### src/hw/rtl/crcu_pkg.sv
// shared types and constants of the catmull-rom curve upsampler
// no dependencies; compiled before every other file of the block

package crcu_pkg;

   localparam int STEPS_DEF  = 16;
   localparam int POINTS_DEF = 256;
   localparam int OUT_LIMIT  = 16;

   localparam int AHW   = 12;
   localparam int SPW   = 8;
   localparam int XW    = 16;
   localparam int YW    = 20;
   localparam int FRACW = 8;
   localparam int REGW  = 2;
   localparam int CSRDW = 12;

   localparam logic [AHW-1:0] MIN_HEIGHT_RST = 12'd252;
   localparam logic [AHW-1:0] MAX_HEIGHT_RST = 12'd684;
   localparam logic [SPW-1:0] X_SPACING_RST  = 8'd8;

   typedef enum logic [REGW-1:0] {
      REG_MIN_HEIGHT = 2'd0,
      REG_MAX_HEIGHT = 2'd1,
      REG_X_SPACING  = 2'd2
   } crcu_reg_type;

   typedef enum logic [2:0] {
      ST_IDLE,
      ST_PRE,
      ST_PT0,
      ST_PT1,
      ST_PT2,
      ST_DIV,
      ST_WAIT,
      ST_EMIT
   } crcu_state_type;

endpackage

### src/hw/rtl/crcu_if.sv
// valid/ready channels of the curve upsampler: anchors in, points out, register writes
// depends on crcu_pkg

interface crcu_req_if import crcu_pkg::*; ();
   logic           valid;
   logic           ready;
   logic [AHW-1:0] anchor_height;
   logic           restart;

   modport source (output valid, anchor_height, restart, input ready);
   modport sink (input valid, anchor_height, restart, output ready);
endinterface

interface crcu_rsp_if import crcu_pkg::*; ();
   logic          valid;
   logic          ready;
   logic [XW-1:0] x_pos;
   logic [YW-1:0] y_height;
   logic          last;

   modport source (output valid, x_pos, y_height, last, input ready);
   modport sink (input valid, x_pos, y_height, last, output ready);
endinterface

interface crcu_csr_if import crcu_pkg::*; ();
   logic             valid;
   logic             ready;
   logic [REGW-1:0]  reg_index;
   logic [CSRDW-1:0] wr_data;

   modport source (output valid, reg_index, wr_data, input ready);
   modport sink (input valid, reg_index, wr_data, output ready);
endinterface

### src/hw/rtl/crcu_mac.sv
// shared multiply-add unit: res = a * b + c, registered, updated when en is high
// depends on crcu_pkg

module crcu_mac import crcu_pkg::*; #(
   parameter int AW = 32,
   parameter int BW = 8
) (
   input  logic                 clock,
   input  logic                 en,
   input  logic signed [AW-1:0] a,
   input  logic        [BW-1:0] b,
   input  logic signed [AW-1:0] c,
   output logic signed [AW-1:0] res
);

   logic signed [AW+BW:0] prod;
   logic signed [AW-1:0]  res_ff;
   logic signed [AW-1:0]  res_in;

   assign prod   = a * $signed({1'b0, b});
   assign res_in = $signed(prod[AW-1:0]) + c;
   assign res    = res_ff;

   always_ff @(posedge clock) begin
      if (en) begin
         res_ff <= res_in;
      end
   end

endmodule

### src/hw/rtl/crcu_div.sv
// divider by a constant through reciprocal multiplication: quot = floor(nc * 256 / DIVISOR)
// registered estimate and correction; nc must stay below 4096 * DIVISOR; depends on crcu_pkg

module crcu_div import crcu_pkg::*; #(
   parameter int DIVISOR = 8192,
   parameter int NCW     = 25
) (
   input  logic           clock,
   input  logic           reset,
   input  logic           start,
   input  logic [NCW-1:0] nc,
   output logic           done,
   output logic [YW-1:0]  quot
);

   localparam int     NUMW  = NCW + FRACW;
   localparam longint RECIP = (longint'(1) << NUMW) / longint'(DIVISOR);
   localparam int     RW    = $clog2(RECIP + 1);
   localparam int     PRW   = NCW + RW;

   localparam logic [RW-1:0]   RECIP_V = RW'(RECIP);
   localparam logic [NUMW-1:0] DIV_V   = NUMW'(DIVISOR);
   localparam logic [YW-1:0]   Q_ONE   = YW'(1);

   logic            est_vld_ff, est_vld_in;
   logic            done_ff, done_in;
   logic [PRW-1:0]  prod_ff, prod_in;
   logic [NUMW-1:0] num_ff, num_in;
   logic [YW-1:0]   q_ff, q_in;
   logic [YW-1:0]   q_est;
   logic [NUMW-1:0] q_back;
   logic [NUMW-1:0] rem;

   // first step: quotient estimate, low by at most one
   assign prod_in    = PRW'(nc) * PRW'(RECIP_V);
   assign num_in     = {nc, {FRACW{1'b0}}};
   assign est_vld_in = start;

   // second step: one correction step
   assign q_est   = prod_ff[NCW +: YW];
   assign q_back  = NUMW'(q_est) * DIV_V;
   assign rem     = num_ff - q_back;
   assign q_in    = (rem >= DIV_V) ? q_est + Q_ONE : q_est;
   assign done_in = est_vld_ff;

   assign done = done_ff;
   assign quot = q_ff;

   always_ff @(posedge clock) begin
      if (reset) begin
         est_vld_ff <= 1'b0;
         done_ff    <= 1'b0;
      end else begin
         est_vld_ff <= est_vld_in;
         done_ff    <= done_in;
      end
   end

   always_ff @(posedge clock) begin
      if (start) begin
         prod_ff <= prod_in;
         num_ff  <= num_in;
      end
      if (est_vld_ff) begin
         q_ff <= q_in;
      end
   end

endmodule

### src/hw/rtl/catmull_rom_curve_upsampler.sv
// catmull-rom curve upsampler top level: anchor window, sequencer, clamp, output register
// depends on crcu_pkg, crcu_if, crcu_mac, crcu_div
//
//   channel  | dir | transfer carries
//   ---------+-----+----------------------------------------
//   req_bus  | in  | anchor_height, restart
//   rsp_bus  | out | x_pos, y_height, last
//   csr_bus  | in  | reg_index, wr_data (min, max, spacing)
//
// an anchor that gives no points is only taken into the window; one that gives
// points takes six multiplies on the shared multiply-add unit per anchor, then
// for each of up to min(STEPS, 16) points three horner multiplies, one step that
// starts the divider, a wait on the reciprocal divider and one emit step
// synchronous reset; the next point is computed while a finished one waits in
// the output register, a stalled output holds the sequencer at its emit step

module catmull_rom_curve_upsampler import crcu_pkg::*; #(
   parameter int STEPS  = STEPS_DEF,
   parameter int POINTS = POINTS_DEF
) (
   input  logic       clock,
   input  logic       reset,
   crcu_req_if.sink   req_bus,
   crcu_rsp_if.source rsp_bus,
   crcu_csr_if.sink   csr_bus
);

   localparam int SB       = $clog2(STEPS + 1);
   localparam int AW       = 17 + 3 * SB;
   localparam int BW       = (SB > SPW) ? SB : SPW;
   localparam int PW       = $clog2(POINTS + 1);
   localparam int LIM      = (STEPS < OUT_LIMIT) ? STEPS : OUT_LIMIT;
   localparam int DIVISOR  = 2 * STEPS * STEPS * STEPS;
   localparam longint NSAT_L = longint'(4096) * longint'(DIVISOR) - 1;
   localparam int NCW      = $clog2(NSAT_L + 1);

   localparam logic signed [AW-1:0] NSAT     = AW'(NSAT_L);
   localparam logic        [BW-1:0] STEPS_B  = BW'(STEPS);
   localparam logic        [SB-1:0] K_LAST   = SB'(LIM - 1);
   localparam logic        [PW-1:0] PIDX_END = PW'(POINTS);
   localparam logic        [PW-1:0] PIDX_LST = PW'(POINTS - 1);
   localparam logic        [2:0]    PRE_LAST = 3'd6;
   localparam logic        [1:0]    HELD_ALL = 2'd3;

   crcu_state_type state_ff, state_in;

   logic [AHW-1:0] min_h_ff, max_h_ff;
   logic [SPW-1:0] space_ff;
   logic [AHW-1:0] win_ff [3];
   logic [1:0]     held_ff;
   logic [PW-1:0]  pidx_ff;
   logic [SB-1:0]  k_ff;
   logic [2:0]     pre_cnt_ff;
   logic [AHW-1:0] p0_ff, p1_ff, p2_ff, p3_ff;
   logic signed [AW-1:0] c2s_ff, c1s2_ff, p1s3_ff;

   logic          rsp_valid_ff;
   logic [XW-1:0] rsp_x_ff;
   logic [YW-1:0] rsp_y_ff;
   logic          rsp_last_ff;

   logic req_fire, csr_fire, go, last_pt, out_load;
   logic req_ready;

   logic signed [AW-1:0] p0_s, p1_s, p2_s, p3_s, d12;
   logic signed [AW-1:0] c1, c2, c3;

   logic                 mac_en;
   logic signed [AW-1:0] mac_a, mac_c, mac_res;
   logic        [BW-1:0] mac_b;

   logic           div_start, div_done;
   logic [NCW-1:0] div_nc;
   logic [YW-1:0]  div_q;
   logic [YW-1:0]  lo_y, hi_y, y_lo, y_out;

   assign req_fire = req_bus.valid && req_ready;
   assign csr_fire = csr_bus.valid;
   assign go       = !req_bus.restart && (held_ff == HELD_ALL) && (pidx_ff < PIDX_END);
   assign last_pt  = (k_ff == K_LAST) || (pidx_ff == PIDX_LST);

   assign req_bus.ready    = req_ready;
   assign csr_bus.ready    = 1'b1;
   assign rsp_bus.valid    = rsp_valid_ff;
   assign rsp_bus.x_pos    = rsp_x_ff;
   assign rsp_bus.y_height = rsp_y_ff;
   assign rsp_bus.last     = rsp_last_ff;

   // segment coefficients
   assign p0_s = $signed(AW'(p0_ff));
   assign p1_s = $signed(AW'(p1_ff));
   assign p2_s = $signed(AW'(p2_ff));
   assign p3_s = $signed(AW'(p3_ff));
   assign d12  = p1_s - p2_s;
   assign c1   = p2_s - p0_s;
   assign c2   = (p0_s <<< 1) - (p1_s <<< 2) - p1_s + (p2_s <<< 2) - p3_s;
   assign c3   = (d12 <<< 1) + d12 + p3_s - p0_s;

   // clamp to the divider range, then to the height limits
   assign div_nc = (mac_res < 0) ? '0 : ((mac_res > NSAT) ? NCW'(NSAT) : NCW'(mac_res));
   assign lo_y   = {min_h_ff, {FRACW{1'b0}}};
   assign hi_y   = {max_h_ff, {FRACW{1'b0}}};
   assign y_lo   = (div_q < lo_y) ? lo_y : div_q;
   assign y_out  = (y_lo > hi_y) ? hi_y : y_lo;

   crcu_mac #(
      .AW (AW),
      .BW (BW)
   ) u_mac (
      .clock (clock),
      .en    (mac_en),
      .a     (mac_a),
      .b     (mac_b),
      .c     (mac_c),
      .res   (mac_res)
   );

   crcu_div #(
      .DIVISOR (DIVISOR),
      .NCW     (NCW)
   ) u_div (
      .clock (clock),
      .reset (reset),
      .start (div_start),
      .nc    (div_nc),
      .done  (div_done),
      .quot  (div_q)
   );

   // next state
   always_comb begin
      state_in = state_ff;
      unique case (state_ff)
         ST_IDLE: begin
            if (req_fire && go) state_in = ST_PRE;
         end
         ST_PRE: begin
            if (pre_cnt_ff == PRE_LAST) state_in = ST_PT0;
         end
         ST_PT0: state_in = ST_PT1;
         ST_PT1: state_in = ST_PT2;
         ST_PT2: state_in = ST_DIV;
         ST_DIV: state_in = ST_WAIT;
         ST_WAIT: begin
            if (div_done) state_in = ST_EMIT;
         end
         ST_EMIT: begin
            if (out_load) state_in = last_pt ? ST_IDLE : ST_PT0;
         end
         default: state_in = ST_IDLE;
      endcase
   end

   // sequencer outputs
   always_comb begin
      req_ready = 1'b0;
      mac_en    = 1'b0;
      mac_a     = '0;
      mac_b     = STEPS_B;
      mac_c     = '0;
      div_start = 1'b0;
      out_load  = 1'b0;
      unique case (state_ff)
         ST_IDLE: req_ready = 1'b1;
         ST_PRE: begin
            mac_en = (pre_cnt_ff != PRE_LAST);
            unique case (pre_cnt_ff)
               3'd0:    mac_a = c2;
               3'd1:    mac_a = c1;
               3'd3:    mac_a = p1_s <<< 1;
               default: mac_a = mac_res;
            endcase
         end
         ST_PT0: begin
            mac_en = 1'b1;
            mac_a  = c3;
            mac_b  = BW'(k_ff);
            mac_c  = c2s_ff;
         end
         ST_PT1: begin
            mac_en = 1'b1;
            mac_a  = mac_res;
            mac_b  = BW'(k_ff);
            mac_c  = c1s2_ff;
         end
         ST_PT2: begin
            mac_en = 1'b1;
            mac_a  = mac_res;
            mac_b  = BW'(k_ff);
            mac_c  = p1s3_ff;
         end
         ST_DIV: begin
            div_start = 1'b1;
            mac_en    = 1'b1;
            mac_a     = $signed(AW'(pidx_ff));
            mac_b     = BW'(space_ff);
         end
         ST_WAIT: ;
         ST_EMIT: out_load = !rsp_valid_ff || rsp_bus.ready;
         default: ;
      endcase
   end

   // control state
   always_ff @(posedge clock) begin
      if (reset) begin
         state_ff     <= ST_IDLE;
         min_h_ff     <= MIN_HEIGHT_RST;
         max_h_ff     <= MAX_HEIGHT_RST;
         space_ff     <= X_SPACING_RST;
         win_ff[0]    <= '0;
         win_ff[1]    <= '0;
         win_ff[2]    <= '0;
         held_ff      <= '0;
         pidx_ff      <= '0;
         k_ff         <= '0;
         pre_cnt_ff   <= '0;
         rsp_valid_ff <= 1'b0;
      end else begin
         state_ff <= state_in;
         if (csr_fire) begin
            unique case (csr_bus.reg_index)
               REG_MIN_HEIGHT: min_h_ff <= csr_bus.wr_data;
               REG_MAX_HEIGHT: max_h_ff <= csr_bus.wr_data;
               REG_X_SPACING:  space_ff <= csr_bus.wr_data[SPW-1:0];
               default: ;
            endcase
         end
         if (req_fire) begin
            win_ff[0]  <= req_bus.restart ? '0 : win_ff[1];
            win_ff[1]  <= req_bus.restart ? '0 : win_ff[2];
            win_ff[2]  <= req_bus.anchor_height;
            k_ff       <= '0;
            pre_cnt_ff <= '0;
            if (req_bus.restart) begin
               held_ff <= 2'd1;
               pidx_ff <= '0;
            end else if (held_ff != HELD_ALL) begin
               held_ff <= held_ff + 2'd1;
            end
         end
         if (state_ff == ST_PRE) pre_cnt_ff <= pre_cnt_ff + 3'd1;
         if (out_load) begin
            k_ff    <= k_ff + SB'(1);
            pidx_ff <= pidx_ff + PW'(1);
         end
         if (out_load) begin
            rsp_valid_ff <= 1'b1;
         end else if (rsp_bus.ready) begin
            rsp_valid_ff <= 1'b0;
         end
      end
   end

   // working window, precomputed terms and output payload
   always_ff @(posedge clock) begin
      if (req_fire) begin
         p0_ff <= win_ff[0];
         p1_ff <= win_ff[1];
         p2_ff <= win_ff[2];
         p3_ff <= req_bus.anchor_height;
      end
      if (state_ff == ST_PRE) begin
         if (pre_cnt_ff == 3'd1) c2s_ff  <= mac_res;
         if (pre_cnt_ff == 3'd3) c1s2_ff <= mac_res;
         if (pre_cnt_ff == PRE_LAST) p1s3_ff <= mac_res;
      end
      if (out_load) begin
         rsp_x_ff    <= mac_res[XW-1:0];
         rsp_y_ff    <= y_out;
         rsp_last_ff <= last_pt;
      end
   end

   a_div_done_in_wait: assert property (@(posedge clock) disable iff (reset)
      div_done |-> state_ff == ST_WAIT)
      else $error("divider finished outside its wait step");

   a_pidx_budget: assert property (@(posedge clock) disable iff (reset)
      pidx_ff <= PIDX_END)
      else $error("point index ran past the point budget");

   a_k_range: assert property (@(posedge clock) disable iff (reset)
      state_ff != ST_IDLE |-> k_ff <= K_LAST)
      else $error("point step beyond the per-anchor limit");

   a_load_shows: assert property (@(posedge clock) disable iff (reset)
      out_load |=> rsp_valid_ff && (state_ff == ST_IDLE || state_ff == ST_PT0))
      else $error("loaded point not presented or sequencer off track");

endmodule

### src/flat_wrapper.sv
// flat-port wrapper written by rule: the top's interface ports become plain ports
module catmull_rom_curve_upsampler_flat import crcu_pkg::*;
#(
   parameter int STEPS  = STEPS_DEF,
   parameter int POINTS = POINTS_DEF
)
  (clock, reset, req_bus_valid, req_bus_anchor_height, req_bus_restart, req_bus_ready, rsp_bus_valid, rsp_bus_x_pos, rsp_bus_y_height, rsp_bus_last, rsp_bus_ready, csr_bus_valid, csr_bus_reg_index, csr_bus_wr_data, csr_bus_ready);
  crcu_req_if req_bus_i ();
  crcu_rsp_if rsp_bus_i ();
  crcu_csr_if csr_bus_i ();
  input  logic clock;
  input  logic reset;
  input wire logic [$bits(req_bus_i.valid)-1:0] req_bus_valid;
  input wire logic [$bits(req_bus_i.anchor_height)-1:0] req_bus_anchor_height;
  input wire logic [$bits(req_bus_i.restart)-1:0] req_bus_restart;
  output wire logic [$bits(req_bus_i.ready)-1:0] req_bus_ready;
  output wire logic [$bits(rsp_bus_i.valid)-1:0] rsp_bus_valid;
  output wire logic [$bits(rsp_bus_i.x_pos)-1:0] rsp_bus_x_pos;
  output wire logic [$bits(rsp_bus_i.y_height)-1:0] rsp_bus_y_height;
  output wire logic [$bits(rsp_bus_i.last)-1:0] rsp_bus_last;
  input wire logic [$bits(rsp_bus_i.ready)-1:0] rsp_bus_ready;
  input wire logic [$bits(csr_bus_i.valid)-1:0] csr_bus_valid;
  input wire logic [$bits(csr_bus_i.reg_index)-1:0] csr_bus_reg_index;
  input wire logic [$bits(csr_bus_i.wr_data)-1:0] csr_bus_wr_data;
  output wire logic [$bits(csr_bus_i.ready)-1:0] csr_bus_ready;
  assign req_bus_i.valid = req_bus_valid;
  assign req_bus_i.anchor_height = req_bus_anchor_height;
  assign req_bus_i.restart = req_bus_restart;
  assign req_bus_ready = req_bus_i.ready;
  assign rsp_bus_valid = rsp_bus_i.valid;
  assign rsp_bus_x_pos = rsp_bus_i.x_pos;
  assign rsp_bus_y_height = rsp_bus_i.y_height;
  assign rsp_bus_last = rsp_bus_i.last;
  assign rsp_bus_i.ready = rsp_bus_ready;
  assign csr_bus_i.valid = csr_bus_valid;
  assign csr_bus_i.reg_index = csr_bus_reg_index;
  assign csr_bus_i.wr_data = csr_bus_wr_data;
  assign csr_bus_ready = csr_bus_i.ready;
  catmull_rom_curve_upsampler #(.STEPS(STEPS), .POINTS(POINTS)) u_core (.clock(clock), .reset(reset), .req_bus(req_bus_i), .rsp_bus(rsp_bus_i), .csr_bus(csr_bus_i));
endmodule
### config.mk
export PLATFORM = sky130hd
export DESIGN_NAME = catmull_rom_curve_upsampler_flat
export DESIGN_NICKNAME = d
export VERILOG_FILES = /design/src/hw/rtl/crcu_pkg.sv /design/src/hw/rtl/crcu_if.sv /design/src/hw/rtl/crcu_mac.sv /design/src/hw/rtl/crcu_div.sv /design/src/hw/rtl/catmull_rom_curve_upsampler.sv /design/src/flat_wrapper.sv
export SDC_FILE = /design/constraint.sdc
export NUM_CORES = 1
export LEC_CHECK = 0
export CORE_ASPECT_RATIO = 0.9
export CORE_MARGIN = 4
export CORE_UTILIZATION = 65
export CTS_CLUSTER_SIZE = 28
export DETAILED_ROUTE_END_ITERATION = 10
export DONT_BUFFER_PORTS = 1
export PLACE_DENSITY = 0.9
export SLEW_MARGIN = 25
export SYNTH_ARGS = -nofsm -noshare
export SYNTH_HDL_FRONTEND = slang
export SYNTH_SLANG_ARGS = --single-unit
### constraint.sdc
create_clock -name clock -period 11.4 [get_ports clock]
set_clock_uncertainty 0.05 [all_clocks]
set_input_delay 1.14 -clock clock [delete_from_list [all_inputs] [get_ports clock]]
set_output_delay 1.14 -clock clock [all_outputs]
set_load 0.1 [all_outputs]
### After elaboration in Yosys (flattened, before gate mapping)

Memory sizes are Yosys's and may differ from the RTL's. A register that Yosys moved wholly into a read port is not among the register bits.
Index checks and enable logic that the tools add are counted.

* bits in registers: 303
* RAM bits: 36
* input port bits: 32
* output and inout bits: 40
* memories kept: 1

* add/sub/neg operators: 16
* multiply operators: 1
* magnitude comparators: 6
* eq/ne operators: 21
* mux-type cells: 39
* bitwise operators: 3
* reductions and logical operators: 28

Memory list
* u_core.win_ff: words 3, bits a word 12, read ports 3, clocked after memory_dff 1, wr ports 3, line catmull_rom_curve_upsampler.sv:49 `logic [AHW-1:0] win_ff [3];`

Operator list (number)
* one-hot mux 32 bit (3 select lines): 2
* one-hot mux 32 bit (4 select lines): 1
* subtractor 32 x 13 -> 32 bit: 3
* adder 32 bit: 2
* 2-to-1 mux 12 bit: 5
* 2-to-1 mux 20 bit: 3
* greater-or-equal comparator 33 x 14 -> 1 bit, second input constant: 1
* subtractor 33 bit: 1
* adder 32 x 13 -> 32 bit: 1
* adder 32 x 15 -> 32 bit: 1
* > comparator 32 x 26 -> 1 bit, second input constant: 1
* < comparator 32 x 1 -> 1 bit, second input constant: 1
* multiplier 32 x 9 -> 32 bit: 1
* 2-to-1 mux 9 bit: 3
* subtractor 12 x 12 -> 13 bit: 2
* 2-to-1 mux 25 bit: 1
* one-hot mux 3 bit (8 select lines): 1
* adder 20 x 1 -> 20 bit, second input constant: 1
* > comparator 20 bit: 1
* < comparator 20 bit: 1
* 2-to-1 mux 3 bit: 6
* one-hot mux 8 bit (2 select lines): 1
* AND reduction 2 bit: 8
* equality test 3 bit, second input constant: 5
* other kinds (30): 61

### Logic depth before layout (Yosys ltp)

* word-level depth: 8
* depth in mapped cells: 51
* gate-level depth less buffers: 51

### Cells and area by module

From an unflattened synthesis, not the netlist that was laid out.

* cells, all modules: 2477
* area total of the unflattened synthesis: 26130.1 µm²

By module, submodules not included
* catmull_rom_curve_upsampler: times used 1, cells an instance 1488, area an instance 15921.5 µm²
* crcu_mac: times used 1, cells an instance 945, area an instance 8954.8 µm²
* crcu_div: times used 1, cells an instance 44, area an instance 1253.7 µm²

### Worst setup path after synthesis

Ideal clock, no wire load.

* path kind: flip-flop to flip-flop
* start point: register u_core.p2_ff[1] (read register of u_core.win_ff)
* end point: register u_core.u_mac.res_ff[31], in the netlist u_core.u_mac.res[31], data pin
* arrival time: 10.160 ns
* data required time: 11.087 ns
* path slack: 0.927 ns
* stages on the path, launching flop included: 49
* buffers on the path: 1
* period minus slack after synthesis: 10.473 ns
* cell sequence: edfxtp_1 -> inv_1 -> ha_1 -> nor2b_1 -> o21ai_0 -> a21boi_0 -> o21ai_0 -> a21boi_0 -> o21ai_0 -> nand2b_1 -> a21o_1 -> nand2_1 -> nand2b_1 -> xor2_1 -> fa_1 -> inv_1 -> fa_1 -> inv_1 -> [13 not listed] -> fa_1 -> fa_1 -> inv_1 -> fa_1 -> fa_1 -> inv_1 -> fa_1 -> inv_1 -> ha_1 -> clkbuf_1 -> a21o_1 -> a221o_1 -> a21oi_2 -> o21ai_1 -> a221oi_2 -> o21ai_1 -> a311oi_1 -> xnor2_1

* word-level cells in the longest chain between the ends: 7
* elaborated cells between the ends (all ways): 11
* those cells by class: 8 x add/sub; 1 x mul; 2 x mux

RTL lines
* from (decl): line catmull_rom_curve_upsampler.sv:54 `logic [AHW-1:0] p0_ff, p1_ff, p2_ff, p3_ff;`
* subtractor 12 x 12 -> 13 bit: line catmull_rom_curve_upsampler.sv:94 `assign d12 = p1_s - p2_s;`
* adder 32 bit: line catmull_rom_curve_upsampler.sv:97 `assign c3 = (d12 <<< 1) + d12 + p3_s - p0_s;`
* adder 32 x 13 -> 32 bit: line catmull_rom_curve_upsampler.sv:97
* subtractor 32 x 13 -> 32 bit: line catmull_rom_curve_upsampler.sv:97
* one-hot mux 32 bit (4 select lines) (*): line catmull_rom_curve_upsampler.sv:163 `unique case (state_ff)`
* multiplier 32 x 9 -> 32 bit (*): line crcu_mac.sv:20 `assign prod = a * $signed({1'b0, b});`
* adder 32 bit (*): line crcu_mac.sv:21 `assign res_in = $signed(prod[AW-1:0]) + c;`
* named net u_core.u_mac.res_in[31]: line crcu_mac.sv:18 `logic signed [AW-1:0] res_in;`
* to (signal assigned): line crcu_mac.sv:26 `res_ff <= res_in;`
* to (decl): line crcu_mac.sv:17 `logic signed [AW-1:0] res_ff;`

The timed path passes the listed nets; every way through them passes the cells marked *.
A chain may end at the register's enable or synchronous reset.

### Final worst setup path

* start point: register u_core.p1_ff[1] (read register of u_core.win_ff)
* end point: register u_core.u_mac.res_ff[31], in the netlist u_core.u_mac.res[31], data pin

* word-level cells in the longest chain between the ends: 8
* elaborated cells between the ends (all ways): 12
* those cells by class: 9 x add/sub; 1 x mul; 2 x mux

RTL lines
* from (decl): line catmull_rom_curve_upsampler.sv:54
* subtractor 13 x 14 -> 15 bit: line catmull_rom_curve_upsampler.sv:96 `assign c2 = (p0_s <<< 1) - (p1_s <<< 2) - p1_s + (p2_s <<< 2) - p3_s;`
* subtractor 32 x 13 -> 32 bit: line catmull_rom_curve_upsampler.sv:96
* adder 32 x 15 -> 32 bit: line catmull_rom_curve_upsampler.sv:96
* subtractor 32 x 13 -> 32 bit: line catmull_rom_curve_upsampler.sv:96
* one-hot mux 32 bit (3 select lines): line catmull_rom_curve_upsampler.sv:167 `unique case (pre_cnt_ff)`
* one-hot mux 32 bit (4 select lines) (*): line catmull_rom_curve_upsampler.sv:163
* multiplier 32 x 9 -> 32 bit (*): line crcu_mac.sv:20
* adder 32 bit (*): line crcu_mac.sv:21
* named net u_core.u_mac.res_in[31]: line crcu_mac.sv:18

Marks and branches as above.

==> results.json <==
{
  "outcome": "finished, final reports clean",
  "hold_path_depth": 0,
  "yosys-top-cells-area": "edfxtp_1, fa_1, ha_1, inv_1, dfxtp_1",
  "placed_cell_area_sq_um": 25900,
  "cts-root-buf": "clkbuf_16",
  "cp.arrival_ns": 11.14,
  "drcViolationCount": 0,
  "cts_buffers": 37,
  "clock-sinks": 346,
  "htree_levels": 2,
  "gr-usage-all-layers_pct": 29.6,
  "netlist_instances": 2352,
  "die_w_um": 215,
  "fillCellCount": 2437,
  "rows": 67,
  "final_nets": 2841,
  "period_needed_ns": 10.89,
  "leakagePower_nw": 11.7,
  "cpMaxStageDelayCell": "fa_1",
  "synth_edf_count": 289,
  "max_freq_mhz": 91.8,
  "hold-worst-slack_ns": 0.361,
  "ys_ff_latch": 346,
  "maxSlewViolCount": 0,
  "finalHoldViolCount": 0,
  "cts_buffer_depth": 3,
  "grt_start_max_net_pins": 61,
  "final_area_sq_um": 27200,
  "critPathRequiredTime_ns": 11.65,
  "grt_overflow_total": 0,
  "core_sq_um": 37600,
  "grt_pass1_vias": 18500,
  "yosysWarnings": 0,
  "rsz0062_at_grt": "yes",
  "grt_pass1_wl_um": 97800,
  "final_core_util_pct": 72.3,
  "yosysSeqAreaShare_pct": 39.2,
  "die_area_sq_um": 41700,
  "cp_slowest_stage_delay_ns": 0.57,
  "ant_nets": 0,
  "end_kind": "flop",
  "dpl.hpwl_um": 45800,
  "viasPerCell": 6.06,
  "clk_pin_slew_ns": 0.07,
  "antenna_found_initial": 1,
  "critPathMostFrequentCell": "fa_1",
  "wl_per_cell_um": 21.0,
  "layout_common_cells": "inv_1, edfxtp_1, nor2_1, fa_1, nand2_1",
  "period_share_pct": 95.5,
  "synth_area_sq_um": 25000,
  "reg2reg_slack_ns": 0.51,
  "ff2ff_path_depth": 46,
  "worstSetupStartpointType": "flop",
  "async_flop_share_pct": 0,
  "cap_violations": 0,
  "synthDistinctLibCells": 72,
  "port_buffers": 0,
  "yosys.area.top_type_share_pct": 34.7,
  "route.vias.total": 17600,
  "max_slew_margin_pct": 28.1,
  "peakVddDrop_mv": 0.150,
  "synthFlopType": "edfxtp_1",
  "antenna_cells": 0,
  "regArea_sq_um": 9820,
  "fin_cells": 2913,
  "place_inst": 2842,
  "die_h_um": 194,
  "clock_latency_ns": 0.57,
  "cts_tree": "done",
  "drtIter0Drc": 1626,
  "critPathKind": "reg -> reg",
  "layout_commonest_cell": "inv_1",
  "initial_utilization_pct": 66.5,
  "yosys.area.top_type": "edfxtp_1",
  "cp_max_fo": 7,
  "pin_count": 72,
  "wirelength_um": 61300,
  "area_growth_pct": 8.73,
  "power_density_nw_per_um2": 150,
  "worst_pin_slew_ns": 1.08,
  "hold_path_class": "reg -> reg",
  "gp_routability_congestion": 0.937,
  "drive_gt1_share_pct": 6.50,
  "postSynthAreaPerCell_sq_um": 10.6,
  "setup_viol": 0,
  "multiInputGateArea_sq_um": 13900,
  "firstDrtPassIters": 8,
  "power_mw": 4.08
}
[synthesized netlist by cell type, types with 4 or more instances]
master	count
nor2_1	239
a21o_1	30
buf_1	11
o21ai_1	7
edfxtp_1	289
o21ai_0	100
a21boi_0	10
o211ai_1	6
a211o_1	13
o21bai_1	12
and3_1	19
nand2_1	199
a22oi_1	7
or2_2	13
nand2b_1	19
clkbuf_1	52
a21oi_1	124
xor2_1	24
o21a_1	18
mux2i_1	54
and2_1	56
a222oi_1	4
nor2b_1	17
o31ai_1	6
o22ai_1	5
inv_1	360
ha_1	174
nand3_1	19
fa_1	233
mux2_2	11
nand4_1	5
a31oi_1	4
a221oi_1	9
dfxtp_1	57
xnor2_1	62
nor3_1	18
a211oi_1	9
[final timing paths]
kind                                                    startpoint                              to
worst max-delay path                     u_core.p1_ff[1]$_DFFE_PP_  u_core.u_mac.res[31]$_DFFE_PP_
worst min register to register  u_core.win_ff[0][10]$_SDFFCE_PP0P_      u_core.p0_ff[10]$_DFFE_PP_
worst min-delay path            u_core.win_ff[0][10]$_SDFFCE_PP0P_      u_core.p0_ff[10]$_DFFE_PP_
worst max register to register           u_core.p1_ff[1]$_DFFE_PP_  u_core.u_mac.res[31]$_DFFE_PP_
[flip-flops by register name (all words and copies together), names as in the netlist, 2 cells and up]
register and cells:
u_core.pidx_ff 9, u_core.rsp_bus.y_height 20, u_core.p1_ff 12, u_core.p3_ff 12, u_core.p2_ff 12, u_core.u_div.quot 20
u_core.state_ff 3, u_core.win_ff 36, u_core.p1s3_ff 32, u_core.c1s2_ff 32, u_core.k_ff 5, u_core.max_h_ff 12
u_core.c2s_ff 32, u_core.rsp_bus.x_pos 16, u_core.u_mac.res 32, u_core.u_div.prod_ff 20, u_core.pre_cnt_ff 3, u_core.held_ff 2
u_core.space_ff 8, u_core.p0_ff 12, u_core.min_h_ff 12
[power by group]
group | internal [mW] | switching (mW)
Sequential | 1.40 | 0.0220
Combinational | 0.636 | 0.813
Clock | 0.687 | 0.518
[what timing repair did]
action,4_1_cts,5_1_grt
hold endpoints to repair,0,0
buffers inserted,1,3
gates resized for setup,3,16
endpoints found under the setup margin,1,8
hold buffers,0,0
pin swaps,1,6
[cell type report]
class	count	share of cell area, %
Sequential cell	346	36.1
Clock buffer	46	3.72
Timing Repair Buffer	31	1.00
Tap cell	483	2.22
Clock inverter	21	0.768
Multi-Input combinational cell	1625	51.2
Inverter	361	4.99
[layer usage]
| layer | share of wire (%) | vias to the layer above | global-route usage (%) |
|---|---|---|---|
| met5 | 0.021 | - | 0 |
| met4 | 4.9 | 2 | 14.0 |
| met3 | 8.9 | 200 | 5.56 |
| met2 | 48 | 952 | 49.2 |
| met1 | 39 | 8608 | 37.9 |
| li1 | - | 7880 | - |
[metrics by stage]
| stage | setup TNS, ns | setup WS, ns |
|---|---|---|
| after floorplan | 0 | 0.927 |
| after global placement | 0 | 0.265 |
| after detailed placement | -0.167 | -0.167 |
| after CTS | 0 | 0.0201 |
| after global routing | -0.0753 | -0.0534 |
| final | 0 | 0.512 |
[logic make-up (layout without fill, tap and decap cells)]
| kind of cell | after synthesis | count (layout) | synth area share [%] |
|---|---|---|---|
| adders and majority gates | 407 | 407 | 27.3 |
| other | 2 | 49 | 0.0300 |
| xor gates and xnor gates | 87 | 87 | 3.10 |
| buffers and inverters | 428 | 459 | 6.45 |
| DFF | 346 | 346 | 39.2 |
| and+or+nand+nor | 621 | 621 | 11.1 |
| muxes | 65 | 65 | 2.66 |
| AOI/OAI and AO/OA | 396 | 396 | 10.1 |
[worst max-delay path, delay by kind of cell, from the launching register on]
family / cells / cell delay [ns]
fa+ha+maj: 11 / 4.84
compound gates: 18 / 3.39
xor+xnor: 2 / 0.30
flops: 1 / 0.48
simple gates: 10 / 1.31
buf+inv: 5 / 0.26
(Power assumes the default switching activity.)
